## config.mk

```make
export PLATFORM = sky130hd
export DESIGN_NAME = ffc_ctrl
export DESIGN_NICKNAME = d
export VERILOG_FILES = /design/src/hw/rtl/ffc_pkg.sv /design/src/hw/rtl/ffc_ctrl.sv
export SDC_FILE = /design/constraint.sdc
export NUM_CORES = 1
export LEC_CHECK = 0
export ABC_CLOCK_PERIOD_IN_PS = 3600
export BUFFER_PORTS_ARGS = -buffer_cell sky130_fd_sc_hd__buf_4
export CORE_MARGIN = 4
export CORE_UTILIZATION = 35
export CTS_CLUSTER_SIZE = 25
export DETAILED_ROUTE_END_ITERATION = 7
export SLEW_MARGIN = 10
export SYNTH_ARGS = -nofsm -noshare
export SYNTH_HDL_FRONTEND = slang
export SYNTH_SLANG_ARGS = --single-unit
```

## constraint.sdc

```tcl
create_clock -name clk -period 3.6 [get_ports clk]
set_clock_uncertainty 0.1 [all_clocks]
set_input_delay 0 -clock clk [delete_from_list [all_inputs] [get_ports clk]]
set_output_delay 0 -clock clk [all_outputs]
set_load 0.01 [all_outputs]
```

## src/hw/rtl/ffc_pkg.sv

```systemverilog
// Shared types and constants for the floor/ceiling texel caster.
// Used by the controller, the datapath and the top level.
`default_nettype none

package ffc_pkg;

  localparam int DATA_W     = 32;
  localparam int ADDR_W     = 5;
  localparam int NUM_REGS   = 6;
  localparam int DIVIDEND_W = 64;

  // register indexes, byte address is 4 * index
  localparam logic [2:0] REG_CAM_POS_X   = 3'd0;
  localparam logic [2:0] REG_CAM_POS_Y   = 3'd1;
  localparam logic [2:0] REG_VIEW_DIR_X  = 3'd2;
  localparam logic [2:0] REG_VIEW_DIR_Y  = 3'd3;
  localparam logic [2:0] REG_CAM_PLANE_X = 3'd4;
  localparam logic [2:0] REG_CAM_PLANE_Y = 3'd5;

  localparam logic signed [DATA_W-1:0] RST_CAM_POS_X   = 32'sd0;
  localparam logic signed [DATA_W-1:0] RST_CAM_POS_Y   = 32'sd0;
  localparam logic signed [DATA_W-1:0] RST_VIEW_DIR_X  = 32'sd65536;
  localparam logic signed [DATA_W-1:0] RST_VIEW_DIR_Y  = 32'sd0;
  localparam logic signed [DATA_W-1:0] RST_CAM_PLANE_X = 32'sd0;
  localparam logic signed [DATA_W-1:0] RST_CAM_PLANE_Y = 32'sd43254;

  typedef struct packed {
    logic signed [DATA_W-1:0] cam_pos_x;
    logic signed [DATA_W-1:0] cam_pos_y;
    logic signed [DATA_W-1:0] view_dir_x;
    logic signed [DATA_W-1:0] view_dir_y;
    logic signed [DATA_W-1:0] cam_plane_x;
    logic signed [DATA_W-1:0] cam_plane_y;
  } cfg_t;

  // second multiplier operand
  typedef enum logic [1:0] {
    MSEL_PLANE_X,
    MSEL_PLANE_Y,
    MSEL_DIFF_X,
    MSEL_DIFF_Y
  } msel_t;

  typedef struct packed {
    logic  latch_item;
    logic  emit_live;
    logic  emit_latched;
    logic  div_start;
    logic  div_sel_d;
    logic  cap_d;
    logic  mul_en;
    msel_t mul_sel;
    logic  cap_step_x;
    logic  cap_step_y;
    logic  cap_world_x;
    logic  cap_world_y;
  } dp_cmd_t;

  typedef struct packed {
    logic col_zero;
    logic div_done;
  } dp_sts_t;

  typedef struct packed {
    logic        [9:0]  out_column;
    logic        [8:0]  floor_row;
    logic        [7:0]  ceil_row;
    logic signed [15:0] cell_x;
    logic signed [15:0] cell_y;
    logic        [5:0]  texel_x;
    logic        [5:0]  texel_y;
    logic               last_in_row;
  } res_t;

endpackage

`default_nettype wire

```

## src/hw/rtl/ffc_ctrl.sv

```systemverilog
// Controller: sequences row setup on the datapath and runs the input and
// output handshakes. Uses ffc_pkg command/status types.
`default_nettype none

module ffc_ctrl (
  input  wire logic             clk,
  input  wire logic             rst,
  input  wire logic             in_valid,
  output logic                  in_ready,
  output logic                  out_valid,
  input  wire logic             out_ready,
  input  wire ffc_pkg::dp_sts_t sts,
  output ffc_pkg::dp_cmd_t      cmd
);
  import ffc_pkg::*;

  typedef enum logic [3:0] {
    S_IDLE,
    S_START_D,
    S_DIV_D,
    S_MUL_SX,
    S_DIV_SX,
    S_WAIT_SX,
    S_MUL_SY,
    S_DIV_SY,
    S_WAIT_SY,
    S_MUL_WX,
    S_CAP_WX,
    S_CAP_WY,
    S_EMIT
  } state_t;

  state_t state;
  state_t state_next;
  logic   out_free;
  logic   accept;
  logic   emit;

  assign out_free = !out_valid || out_ready;
  assign in_ready = (state == S_IDLE) && out_free;
  assign accept   = in_valid && in_ready;
  assign emit     = cmd.emit_live || cmd.emit_latched;

  always_comb begin
    cmd        = '0;
    cmd.mul_sel = MSEL_PLANE_X;
    state_next = state;
    case (state)
      S_IDLE: begin
        if (accept) begin
          if (sts.col_zero) begin
            cmd.latch_item = 1'b1;
            state_next     = S_START_D;
          end else begin
            cmd.emit_live = 1'b1;
          end
        end
      end
      S_START_D: begin
        cmd.div_start = 1'b1;
        cmd.div_sel_d = 1'b1;
        state_next    = S_DIV_D;
      end
      S_DIV_D: begin
        cmd.div_sel_d = 1'b1;
        if (sts.div_done) begin
          cmd.cap_d  = 1'b1;
          state_next = S_MUL_SX;
        end
      end
      S_MUL_SX: begin
        cmd.mul_en  = 1'b1;
        cmd.mul_sel = MSEL_PLANE_X;
        state_next  = S_DIV_SX;
      end
      S_DIV_SX: begin
        cmd.div_start = 1'b1;
        state_next    = S_WAIT_SX;
      end
      S_WAIT_SX: begin
        if (sts.div_done) begin
          cmd.cap_step_x = 1'b1;
          state_next     = S_MUL_SY;
        end
      end
      S_MUL_SY: begin
        cmd.mul_en  = 1'b1;
        cmd.mul_sel = MSEL_PLANE_Y;
        state_next  = S_DIV_SY;
      end
      S_DIV_SY: begin
        cmd.div_start = 1'b1;
        state_next    = S_WAIT_SY;
      end
      S_WAIT_SY: begin
        if (sts.div_done) begin
          cmd.cap_step_y = 1'b1;
          state_next     = S_MUL_WX;
        end
      end
      S_MUL_WX: begin
        cmd.mul_en  = 1'b1;
        cmd.mul_sel = MSEL_DIFF_X;
        state_next  = S_CAP_WX;
      end
      S_CAP_WX: begin
        // product for y loads on the same edge the x position is taken
        cmd.cap_world_x = 1'b1;
        cmd.mul_en      = 1'b1;
        cmd.mul_sel     = MSEL_DIFF_Y;
        state_next      = S_CAP_WY;
      end
      S_CAP_WY: begin
        cmd.cap_world_y = 1'b1;
        state_next      = S_EMIT;
      end
      S_EMIT: begin
        if (out_free) begin
          cmd.emit_latched = 1'b1;
          state_next       = S_IDLE;
        end
      end
      default: state_next = S_IDLE;
    endcase
  end

  always_ff @(posedge clk) begin
    if (rst) begin
      state     <= S_IDLE;
      out_valid <= 1'b0;
    end else begin
      state <= state_next;
      if (emit) out_valid <= 1'b1;
      else if (out_ready) out_valid <= 1'b0;
    end
  end

endmodule

`default_nettype wire

```

==> qor.csv, run 1 <==
stage,metric,value,unit
hold_path,holdPathEnd,state[3],
yosys,post_synth_instance_area,537,sq um
die,die_area,2220,sq um
timing,setup_tns,0,ps
die,die_width,47.2,microns
worst_setup_path,critPathRequiredTime,3690,ps
yosys,yosysTopAreaCell,dfxtp_1,
timing,maxSlewViolCount,0,
global_route,grt_pass1_vias,514,
run_status,status,"complete, no violations",
die,core,1370,sq um
pwr,cellPowerDensity,662,nW/um^2
worst_setup_path,cp-end-kind,flop,
clock_tree,cts_resized,0,
timing,max_slew_margin,57.6,%
placement,io_buffers,20,
yosys,async_flop_share,0,%
global_route,grt.total_usage,14.3,%
global_route,grt_max_degree,18,
yosys,synth_area_leaders,"dfxtp_1, nor2b_1, xnor2_1",
layout,stdcell_area,729,sq um
yosys,synth_seq_cells,5,
die,io_pins,21,
yosys,synthesis.nets,77,
yosys,synth_flop_cell,dfxtp_1,
timing,worst_pin_slew,635,ps
drt,first_pass_iters,4,
worst_setup_path,worstSetupPathType,reg2reg,
timing,fmax,0.402,GHz
die,die_h,47.2,microns
clock_tree,cts_sinks,5,
pwr,power_leakage,0.327,nW
placement,place_congestion,0.732,
worst_setup_path,worstPathMaxFanout,16,
clock_tree,cts-root-buf,clkbuf_4,
drt,wl,1360,microns
clock_tree,cts_tree,done,
drt,final_antenna_net_count,0,
pwr,vdd_ir_drop_max,279,uV
placement,dpl_cell_area,653,sq um
placement,place_hpwl,928,microns
global_route,grt_pass1_wl,2240,microns
worst_setup_path,r2r_slack,1110,ps
die,std_cell_rows,13,
clock_tree,clk_latency,250,ps
timing,final_hold_viol_count,0,
hold_path,hp-start,out_ready,
timing,rsz0062_at_grt,no,
clock_tree,clkTransAtPathRegs,50,ps
timing,min_period,2490,ps
yosys,synth_edf_count,0,
yosys,synth.most_common_cell,nor2_1,
timing,setup_viol,0,
yosys,yosysWarningCount,0,
hold_path,hp-class,in2reg,
clock_tree,postCtsSetupBuffers,0,
layout,multiInputGateArea,373,sq um
yosys,synthDistinctLibCells,32,
run,drv_cap,0,
yosys,yosysSeqAreaShare,18.6,%
worst_setup_path,r2r_start,state[0],
worst_setup_path,crit_arrival,2570,ps
yosys,yosysTopAreaCellShare,18.6,%
worst_setup_path,r2r_end,out_valid,
layout,n_fill_cell,143,
layout,drive_above_1_share,29.0,%
hold_path,min_path_cells,4,
layout,num_antenna_cells,0,
clock_tree,cts_made_buffers,3,
drt,route.detailed.drc,0,
clock_tree,cts.htree.levels,1,
drt,vias,574,
worst_setup_path,worst_setup_path_start_kind,flop,
drt,drt_iter0_markers,13,
clock_tree,clock_path_buffers,2,
yosys,synthTopCellsByCount,"nor2_1, nor2b_1, dfxtp_1",
die,start_util,39.3,%
drt,wire_per_inst,12.6,microns
layout,seqCellArea,100,sq um
global_route,antenna_found_initial,0,
yosys,syn_avg_cell_area,7.56,sq um
yosys,synth_cells,71,
layout,synthToLayoutAreaGrowth,35.9,%
layout,fin_nets,100,
drt,viasPerCell,5.31,
timing,fin_crit_sh,69.1,%
worst_setup_path,reg2regPathDepth,5,
global_route,overflow,0,
cell type report:
cell class,instances,share of cell area [%]
flip-flops and latches,5,13.7
well taps,15,2.57
inverters,3,1.54
clock buffers,4,3.60
multi-input cells,56,51.1
repair buffers,25,27.4
state kept, by name, indices dropped and copies added (netlist names):
signal and flops:
state 4, out_valid 1
stage by stage:
step / cells / worst slack, ps / hold WS [ps] / total power, mW / util, %
after floorplan: 71 / 2380 / -67.0 / 0.331 / -
after global routing: 108 / 925 / 40.2 / 0.525 / 53.4
final: 108 / 1110 / 17.4 / 0.483 / 53.4
after CTS: 108 / 1120 / 19.4 / 0.486 / 53.4
after detailed placement: 99 / 2090 / 130 / 0.408 / 47.8
after global placement: 99 / 2110 / 132 / 0.408 / 47.8
layout by cell type (no fill, tap or decap), types with 2 or more instances in the layout:
cell / synthesis / routed
nor2_1: 8 / 8
o21ai_1: 2 / 2
dfxtp_1: 5 / 5
clkbuf_4: 0 / 3
nand3_1: 2 / 2
nand2_1: 4 / 4
xnor2_1: 4 / 4
inv_1: 3 / 3
a21oi_1: 4 / 4
dlygate4sd3_1: 0 / 5
nor3b_1: 3 / 3
a211o_1: 2 / 2
nor2b_1: 6 / 6
buf_4: 2 / 20
and3_1: 4 / 4
logic make-up after synthesis:
| logic type | after synthesis | synth area share [%] |
|---|---|---|
| flip-flops | 5 | 18.6 |
| AO/OA/AOI/OAI | 16 | 21.7 |
| multiplexers | 1 | 1.86 |
| buffers and inverters | 10 | 11.9 |
| XOR/XNOR | 4 | 6.53 |
| AND/OR/NAND/NOR | 35 | 39.4 |
worst max-delay path by stage:
stage / startpoint / endpoint / depth (start not counted)
6_report: state[0] / out_valid / 5
3_5_place_dp: state[0] / cmd[11] / 4
3_3_place_gp: state[0] / cmd[11] / 4
5_1_grt: state[0] / out_valid / 5
2_1_floorplan: state[3] / state[0] / 4
4_1_cts: state[0] / out_valid / 5
layer usage:
metal	routed length (microns)	up-vias	GRT usage (%)	part of all wire, %
li1	-	292	-	-
met1	617	267	18.1	45
met2	655	13	22.5	48
met3	72	2	2.68	5.3
met4	19	0	8.29	1.4
met5	0	-	0	0
worst max-delay path: stages (launching register included):
cell	delay, ps
dfxtp_1	490
nor4_2	460
nand3b_1	100
dlygate4sd3_1	560
a31oi_1	160
dlygate4sd3_1	550
power by group:
group          internal (mW)  switching (mW)
clock network         0.0420          0.0251
logic                  0.151           0.126
registers             0.0710          0.0683
repair_timing:
item	4_1_cts	5_1_grt
endpoints found under the setup margin	0	0
endpoints found under the hold margin	5	0
hold buffers	5	0
(Power assumes the default switching activity.)
==> inputs of run 2 (changes only) <==
--- a/config.mk
+++ b/config.mk
@@ -5,7 +5,8 @@
 export SDC_FILE = /design/constraint.sdc
 export NUM_CORES = 1
 export LEC_CHECK = 0
-export ABC_CLOCK_PERIOD_IN_PS = 3600
+export ABC_AREA = 1
+export ABC_CLOCK_PERIOD_IN_PS = 2600
 export BUFFER_PORTS_ARGS = -buffer_cell sky130_fd_sc_hd__buf_4
 export CORE_MARGIN = 4
 export CORE_UTILIZATION = 35
==> constraint.sdc (replaced) <==
create_clock -name clk -period 2.6 [get_ports clk]
set_clock_uncertainty 0.1 [all_clocks]
set_input_delay 0 -clock clk [delete_from_list [all_inputs] [get_ports clk]]
set_output_delay 0 -clock clk [all_outputs]
set_load 0.01 [all_outputs]
==> run 2 against run 1 <==
Effect of this change: count of clock-buffer cells in the layout did not move; register-to-register slack about the same; total power grew 48%; final cell count rose by 14%; combinational power increased by 75%; first-iteration DRC count grew 23%; core utilization grew 4.3 points; flip-flop and latch count is the same; routed wire length down 18%; largest power group unchanged; via count down 8.5%.
==> qor.csv, run 2 <==
stage,metric,value,unit,change
pwr,cellPowerDensity,1060,nW/um^2,+59%
clock_tree,clk_latency,230,ps,-20 ps
clock_tree,clkTransAtPathRegs,40,ps,about the same
yosys,synthDistinctLibCells,15,,-53%
drt,drt_iter0_markers,16,,+3
yosys,synth_area_leaders,"dfxtp_1, nand2_1, nor2_1",,
layout,synthToLayoutAreaGrowth,46.3,%,
die,core,1170,sq um,-14%
timing,fin_crit_sh,57.1,%,
layout,largest_reg_flops,4,,unchanged
clock_tree,cts-root-buf,clkbuf_4,,
yosys,yosysTopAreaCell,dfxtp_1,,
timing,setup_viol,0,,unchanged
layout,stdcell_area,676,sq um,-7.4%
timing,final_hold_viol_count,0,,unchanged
drt,vias,525,,-8.5%
worst_setup_path,worstPathMaxFanout,5,,-11
worst_setup_path,r2r_slack,1120,ps,about the same
global_route,overflow,0,,unchanged
drt,wire_per_inst,9.11,microns,-28%
layout,multiInputGateArea,305,sq um,-18%
placement,dpl_cell_area,629,sq um,-3.6%
timing,worst_pin_slew,417,ps,-219 ps
layout,n_fill_cell,133,,-7.0%
yosys,yosysTopAreaCellShare,21.7,%,+3.0 points
worst_setup_path,cp-endpoint,cmd[6],,
die,io_pins,21,,unchanged
yosys,synth_edf_count,0,,unchanged
placement,place_hpwl,943,microns,+1.6%
timing,max_slew_margin,72.1,%,+15 points
yosys,async_flop_share,0,%,unchanged
yosys,synth_cells,83,,+17%
worst_setup_path,r2r_start,state[1],,
drt,route.detailed.drc,0,,unchanged
die,die_h,44.3,microns,-6.0%
global_route,grt_max_degree,7,,-11
pwr,power_leakage,0.397,nW,+21%
global_route,antenna_found_initial,0,,unchanged
timing,maxSlewViolCount,0,,unchanged
worst_setup_path,crit_arrival,1390,ps,-1180 ps
pwr,vdd_ir_drop_max,473,uV,+69%
worst_setup_path,r2r_end,state[3],,
worst_setup_path,worst_setup_path_start_kind,flop,,
clock_tree,postCtsSetupBuffers,0,,unchanged
layout,layout_common_cells,"nand2_1, buf_4, nor2_1",,
global_route,grt_pass1_wl,1860,microns,-17%
layout,top_regs,"state x4, out_valid x1",,
worst_setup_path,cp-end-kind,output pin,,
yosys,synth.most_common_cell,nand2_1,,
yosys,synthesis.nets,89,,+16%
run_status,status,"complete, no violations",,
hold_path,min_path_cells,4,,unchanged
drt,final_antenna_net_count,0,,unchanged
die,std_cell_rows,12,,-1
layout,seqCellArea,100,sq um,unchanged
worst_setup_path,critPathRequiredTime,2500,ps,-1190 ps
layout,fin_nets,116,,+16%
clock_tree,cts_resized,0,,unchanged
worst_setup_path,worstSetupPathType,reg2out,,
yosys,yosysSeqAreaShare,21.7,%,+3.0 points
placement,io_buffers,20,,unchanged
drt,wl,1120,microns,-18%
clock_tree,cts_tree,done,,
die,die_area,1960,sq um,-12%
placement,place_ws,1130,ps,-968 ps
die,start_util,39.4,%,+0.14 points
yosys,synth_flop_cell,dfxtp_1,,
layout,final_common_cell,nand2_1,,
layout,num_antenna_cells,0,,unchanged
yosys,yosysWarningCount,0,,unchanged
die,die_width,44.3,microns,-6.0%
placement,place_congestion,0.740,,+1.1%
timing,fin_ws,1110,ps,+0.890 ps
run,drv_cap,0,,unchanged
worst_setup_path,critPathLaunch,state[3],,
global_route,grt_pass1_vias,460,,-11%
clock_tree,clock_path_buffers,2,,unchanged
hold_path,hp-class,in2reg,,
timing,fmax,0.673,GHz,
layout,regMostFlops,state,,
layout,drive_above_1_share,34.9,%,+5.8 points
timing,min_period,1490,ps,
timing,setup_tns,0,ps,unchanged
yosys,syn_avg_cell_area,5.56,sq um,-26%
clock_tree,cts.htree.levels,1,,unchanged
worst_setup_path,reg2regPathDepth,9,,+4
yosys,synth_seq_cells,5,,unchanged
drt,first_pass_iters,4,,unchanged
drt,viasPerCell,4.27,,-20%
global_route,grt.total_usage,12.3,%,-2.0 points
yosys,post_synth_instance_area,462,sq um,-14%
clock_tree,cts_made_buffers,3,,unchanged
clock_tree,cts_sinks,5,,unchanged
yosys,synthTopCellsByCount,"nand2_1, nor2_1, inv_1",,
timing,rsz0062_at_grt,no,,
-- run 2: changes by cell type in the layout (fill, tap and decap cells not counted), sizes merged, moves of 2 or more --
cell,delta
nor2b,-6
nor3b,-3
inv,+12
nor2,+13
and3,-4
dlygate4sd3,-3
xnor2,-4
nand3,+3
a211o,-2
nand2,+25
-- run 2: stage by stage --
step	cells	hold WS, ps	power, mW	utilization (%)
after floorplan	83	-30.9	0.478	-
after global placement	117	77.1	0.631	53.7
after detailed placement	117	82.6	0.631	53.7
after CTS	123	25.1	0.722	57.7
after global routing	123	78.2	0.786	57.7
final	123	29.8	0.713	57.7
-- run 2: area by class of cell --
cell class                      count  area share (%)
Timing Repair Buffer               22            25.2
Sequential cell                     5            14.8
Inverter                           15            8.33
Tap cell                           14            2.59
Clock buffer                        4            3.89
Multi-Input combinational cell     63            45.2
-- run 2: cells by family after synthesis --
group | after synthesis | synth area share, %
AOI/OAI and AO/OA | 6 | 7.05
buffers and inverters | 15 | 12.2
DFF | 5 | 21.7
and+or+nand+nor | 57 | 59.1
-- run 2: where the power goes --
part / internal, mW / switching [mW] / leakage (nW) / total, mW
Sequential: 0.104 / 0.0375 / 0.0412 / 0.142
Clock: 0.0578 / 0.0276 / 0.0150 / 0.0854
Combinational: 0.200 / 0.286 / 0.340 / 0.486
-- run 2: critical path, cell delays in order (launching register included) --
cell and delay (ps):
dfxtp_1 460, inv_2 70, nor2_1 180, inv_1 110, o211ai_1 180, buf_4 150
-- run 2: timing repair --
action,in CTS,in global routing
setup endpoints to repair,0,0
endpoints found under the hold margin,5,0
hold buffers,2,0
-- run 2: worst min-delay path by stage --
| stage | from | endpoint | slack, ps |
|---|---|---|---|
| 2_1_floorplan | rst | out_valid | -30 |
| 3_3_place_gp | rst | state[1] | 80 |
| 3_5_place_dp | rst | out_valid | 80 |
| 4_1_cts | sts[0] | state[1] | 30 |
| 5_1_grt | sts[0] | state[1] | 80 |
| 6_report | sts[0] | state[1] | 30 |
-- run 2: routing by layer --
metal	share of wire (%)	track usage, %	wire [microns]	vias up
li1	-	-	-	302
met1	49	16.8	552	210
met2	45	19.2	510	13
met3	5.2	1.22	58	0
met4	0	5.42	0	0
met5	0	0	0	-
==> inputs of run 3 (changes only) <==
--- a/config.mk
+++ b/config.mk
@@ -5,8 +5,8 @@
 export SDC_FILE = /design/constraint.sdc
 export NUM_CORES = 1
 export LEC_CHECK = 0
-export ABC_AREA = 1
-export ABC_CLOCK_PERIOD_IN_PS = 2600
+export ABC_AREA = 0
+export ABC_CLOCK_PERIOD_IN_PS = 1400
 export BUFFER_PORTS_ARGS = -buffer_cell sky130_fd_sc_hd__buf_4
 export CORE_MARGIN = 4
 export CORE_UTILIZATION = 35
==> constraint.sdc (replaced) <==
create_clock -name clk -period 1.4 [get_ports clk]
set_clock_uncertainty 0.1 [all_clocks]
set_input_delay 0 -clock clk [delete_from_list [all_inputs] [get_ports clk]]
set_output_delay 0 -clock clk [all_outputs]
set_load 0.01 [all_outputs]
==> run 3 against run 2 <==
Effect of this change: the run now ends with negative setup slack left; global-route usage grew 4.7 points; die area increased by 13%; flip-flop and latch count is the same; design area increased by 55%; hold slack better by 380 ps; sequential share of layout area is 3.8 points lower; non-clock buffer count is 26 higher; final cell count increased by 6.5%; core utilization up 19 points; critical path depth down 1; total power grew to 2.7 times the previous value; critical path type unchanged; largest cell class unchanged.
==> qor.csv, run 3 (synthesis gave the netlist of run 1 again) <==
stage,metric,value,unit,change
clock_tree,clock_path_buffers,2,,unchanged
worst_setup_path,crit_arrival,1420,ps,+30 ps
worst_setup_path,r2r_start,state[2],,
hold_path,hp-class,in2reg,,
drt,vias,711,,+35%
timing,fin_ws,-119,ps,-1230 ps
global_route,overflow,0,,unchanged
global_route,antenna_found_initial,0,,unchanged
timing,maxSlewViolCount,0,,unchanged
drt,wl,1870,microns,+67%
drt,route.detailed.drc,0,,unchanged
worst_setup_path,cp-end-kind,output pin,,
timing,max_slew_margin,79.8,%,+7.7 points
clock_tree,cts-root-buf,clkbuf_4,,
layout,layout_common_cells,"buf_4, buf_6, nor2_1, dlygate4sd3_1",,
layout,n_fill_cell,98,,-26%
die,io_pins,21,,unchanged
clock_tree,cts_made_buffers,3,,unchanged
placement,place_congestion,0.833,,+13%
layout,instances_no_fill,131,,+6.5%
layout,seqCellArea,115,sq um,+15%
drt,final_antenna_net_count,0,,unchanged
clock_tree,cts_sinks,5,,unchanged
pwr,finalPower,1.89,mW,+170%
timing,setup_tns,-269,ps,-269 ps
worst_setup_path,worstPathMaxFanout,5,,unchanged
timing,min_period,1520,ps,
hold_path,holdPathEnd,state[3],,
global_route,grt.total_usage,16.9,%,+4.7 points
worst_setup_path,r2r_slack,10,ps,-1110 ps
worst_setup_path,slowest_delay,360,ps,-100 ps
timing,setup_viol,5,,+5
timing,fmax,0.658,GHz,
pwr,cellPowerDensity,1800,nW/um^2,+71%
clock_tree,cts.htree.levels,1,,unchanged
drt,first_pass_iters,4,,unchanged
layout,num_antenna_cells,0,,unchanged
placement,place_ws,19.9,ps,-1110 ps
clock_tree,clk_latency,250,ps,+20 ps
timing,rsz0062_at_grt,yes,,
worst_setup_path,worstPathCellList,nor4_4 > nand2_2 > nor3b_2 > buf_4,,
hold_path,min_path_cells,3,,-1
worst_setup_path,critPathRequiredTime,1300,ps,-1200 ps
timing,fin_crit_sh,108,%,
layout,top_regs,"state x4, out_valid x1",,
timing,final_hold_viol_count,0,,unchanged
worst_setup_path,worstSetupPathType,reg2out,,
die,start_util,39.3,%,-0.14 points
die,die_area,2220,sq um,+13%
layout,largest_reg_flops,4,,unchanged
run_status,violations,negative setup slack,,
layout,fin_nets,123,,+6.0%
global_route,grt_max_degree,13,,+6
drt,drt_iter0_markers,15,,-1
worst_setup_path,critPathLaunch,state[3],,
die,std_cell_rows,13,,+1
clock_tree,clkTransAtPathRegs,40,ps,about the same
placement,io_buffers,20,,unchanged
layout,final_common_cell,buf_4,,
layout,drive_above_1_share,62.1,%,+27 points
worst_setup_path,r2r_end,state[1],,
worst_setup_path,slowest_stage,dfxtp_4,,
run_status,status,finished with violations,,
timing,worst_pin_slew,301,ps,-116 ps
layout,regMostFlops,state,,
die,core,1370,sq um,+17%
die,die_h,47.2,microns,+6.4%
pwr,vdd_ir_drop_max,1030,uV,+120%
die,die_width,47.2,microns,+6.4%
run,drv_cap,0,,unchanged
global_route,grt_pass1_wl,2730,microns,+47%
placement,dpl.cell_count,109,,-6.8%
worst_setup_path,worst_setup_path_start_kind,flop,,
drt,wire_per_inst,14.3,microns,+57%
global_route,grt_pass1_vias,646,,+40%
pwr,power_leakage,0.481,nW,+21%
layout,synthToLayoutAreaGrowth,95.6,%,
clock_tree,cts_tree,done,,
hold_path,hp-start,rst,,
layout,multiInputGateArea,483,sq um,+58%
drt,viasPerCell,5.43,,+27%
worst_setup_path,reg2regPathDepth,5,,-4
placement,place_hpwl,1070,microns,+14%
==> run 3: cell count changes in the layout (fill, tap and decap cells not counted), sizes merged, moves of 3 or more <==
cell / before / now
nand2: 29 / 4
xnor2: 0 / 4
dlygate4sd3: 2 / 5
inv: 15 / 3
nor2b: 0 / 6
nor3b: 1 / 4
and3: 0 / 4
nand3: 5 / 2
buf: 20 / 43
nor2: 21 / 8
==> run 3: repair_timing <==
item,in CTS,in global routing
resized for setup,22,16
setup buffers,8,5
hold buffers,5,0
setup endpoints to repair,14,15
endpoints found under the hold margin,5,0
pin swaps,7,9
==> run 3: worst max path at each step <==
| stage | endpoint | slack, ps |
|---|---|---|
| after global placement | cmd[11] | 20 |
| after floorplan | state[0] | 180 |
| final | cmd[11] | -120 |
| after global routing | cmd[11] | -200 |
| after CTS | cmd[11] | -110 |
| after detailed placement | cmd[11] | 20 |
==> run 3: where the power goes <==
group / leakage, nW / internal (mW) / switching [mW]
Sequential: 0.0438 / 0.202 / 0.0825
Clock: 0.0150 / 0.108 / 0.0658
Combinational: 0.422 / 0.796 / 0.635
Total: 0.481 / 1.11 / 0.784
==> run 3: cell type report <==
| cell class | instances | share of cell area (%) |
|---|---|---|
| clock buffers | 4 | 2.50 |
| well taps | 15 | 1.79 |
| inverters | 3 | 1.07 |
| multi-input cells | 56 | 46.0 |
| repair buffers | 48 | 37.7 |
| flip-flops and latches | 5 | 11.0 |
==> run 3: routing by layer <==
| layer | vias to the layer above | GRT usage [%] | share of wire [%] |
|---|---|---|---|
| li1 | 341 | - | - |
| met1 | 341 | 19.9 | 40 |
| met2 | 27 | 29.5 | 53 |
| met3 | 2 | 5.75 | 5.8 |
| met4 | 0 | 3.87 | 0.91 |
| met5 | - | 0 | 0 |
==> run 3: critical path, delay by kind of cell, from the launching register on <==
| kind | cells | cell delay [ps] |
|---|---|---|
| simple gates | 3 | 660 |
| buf+inv | 1 | 150 |
| flops | 1 | 360 |
==> run 3: per-stage QoR <==
step / cell area, sq um / hold WS [ps] / utilization (%)
final: 1050 / 412 / 76.8
after global routing: 1050 / 412 / 76.8
after CTS: 937 / 399 / 68.6
after detailed placement: 728 / 123 / 53.3
after global placement: 728 / 126 / 53.3
after floorplan: 537 / -67.0 / -
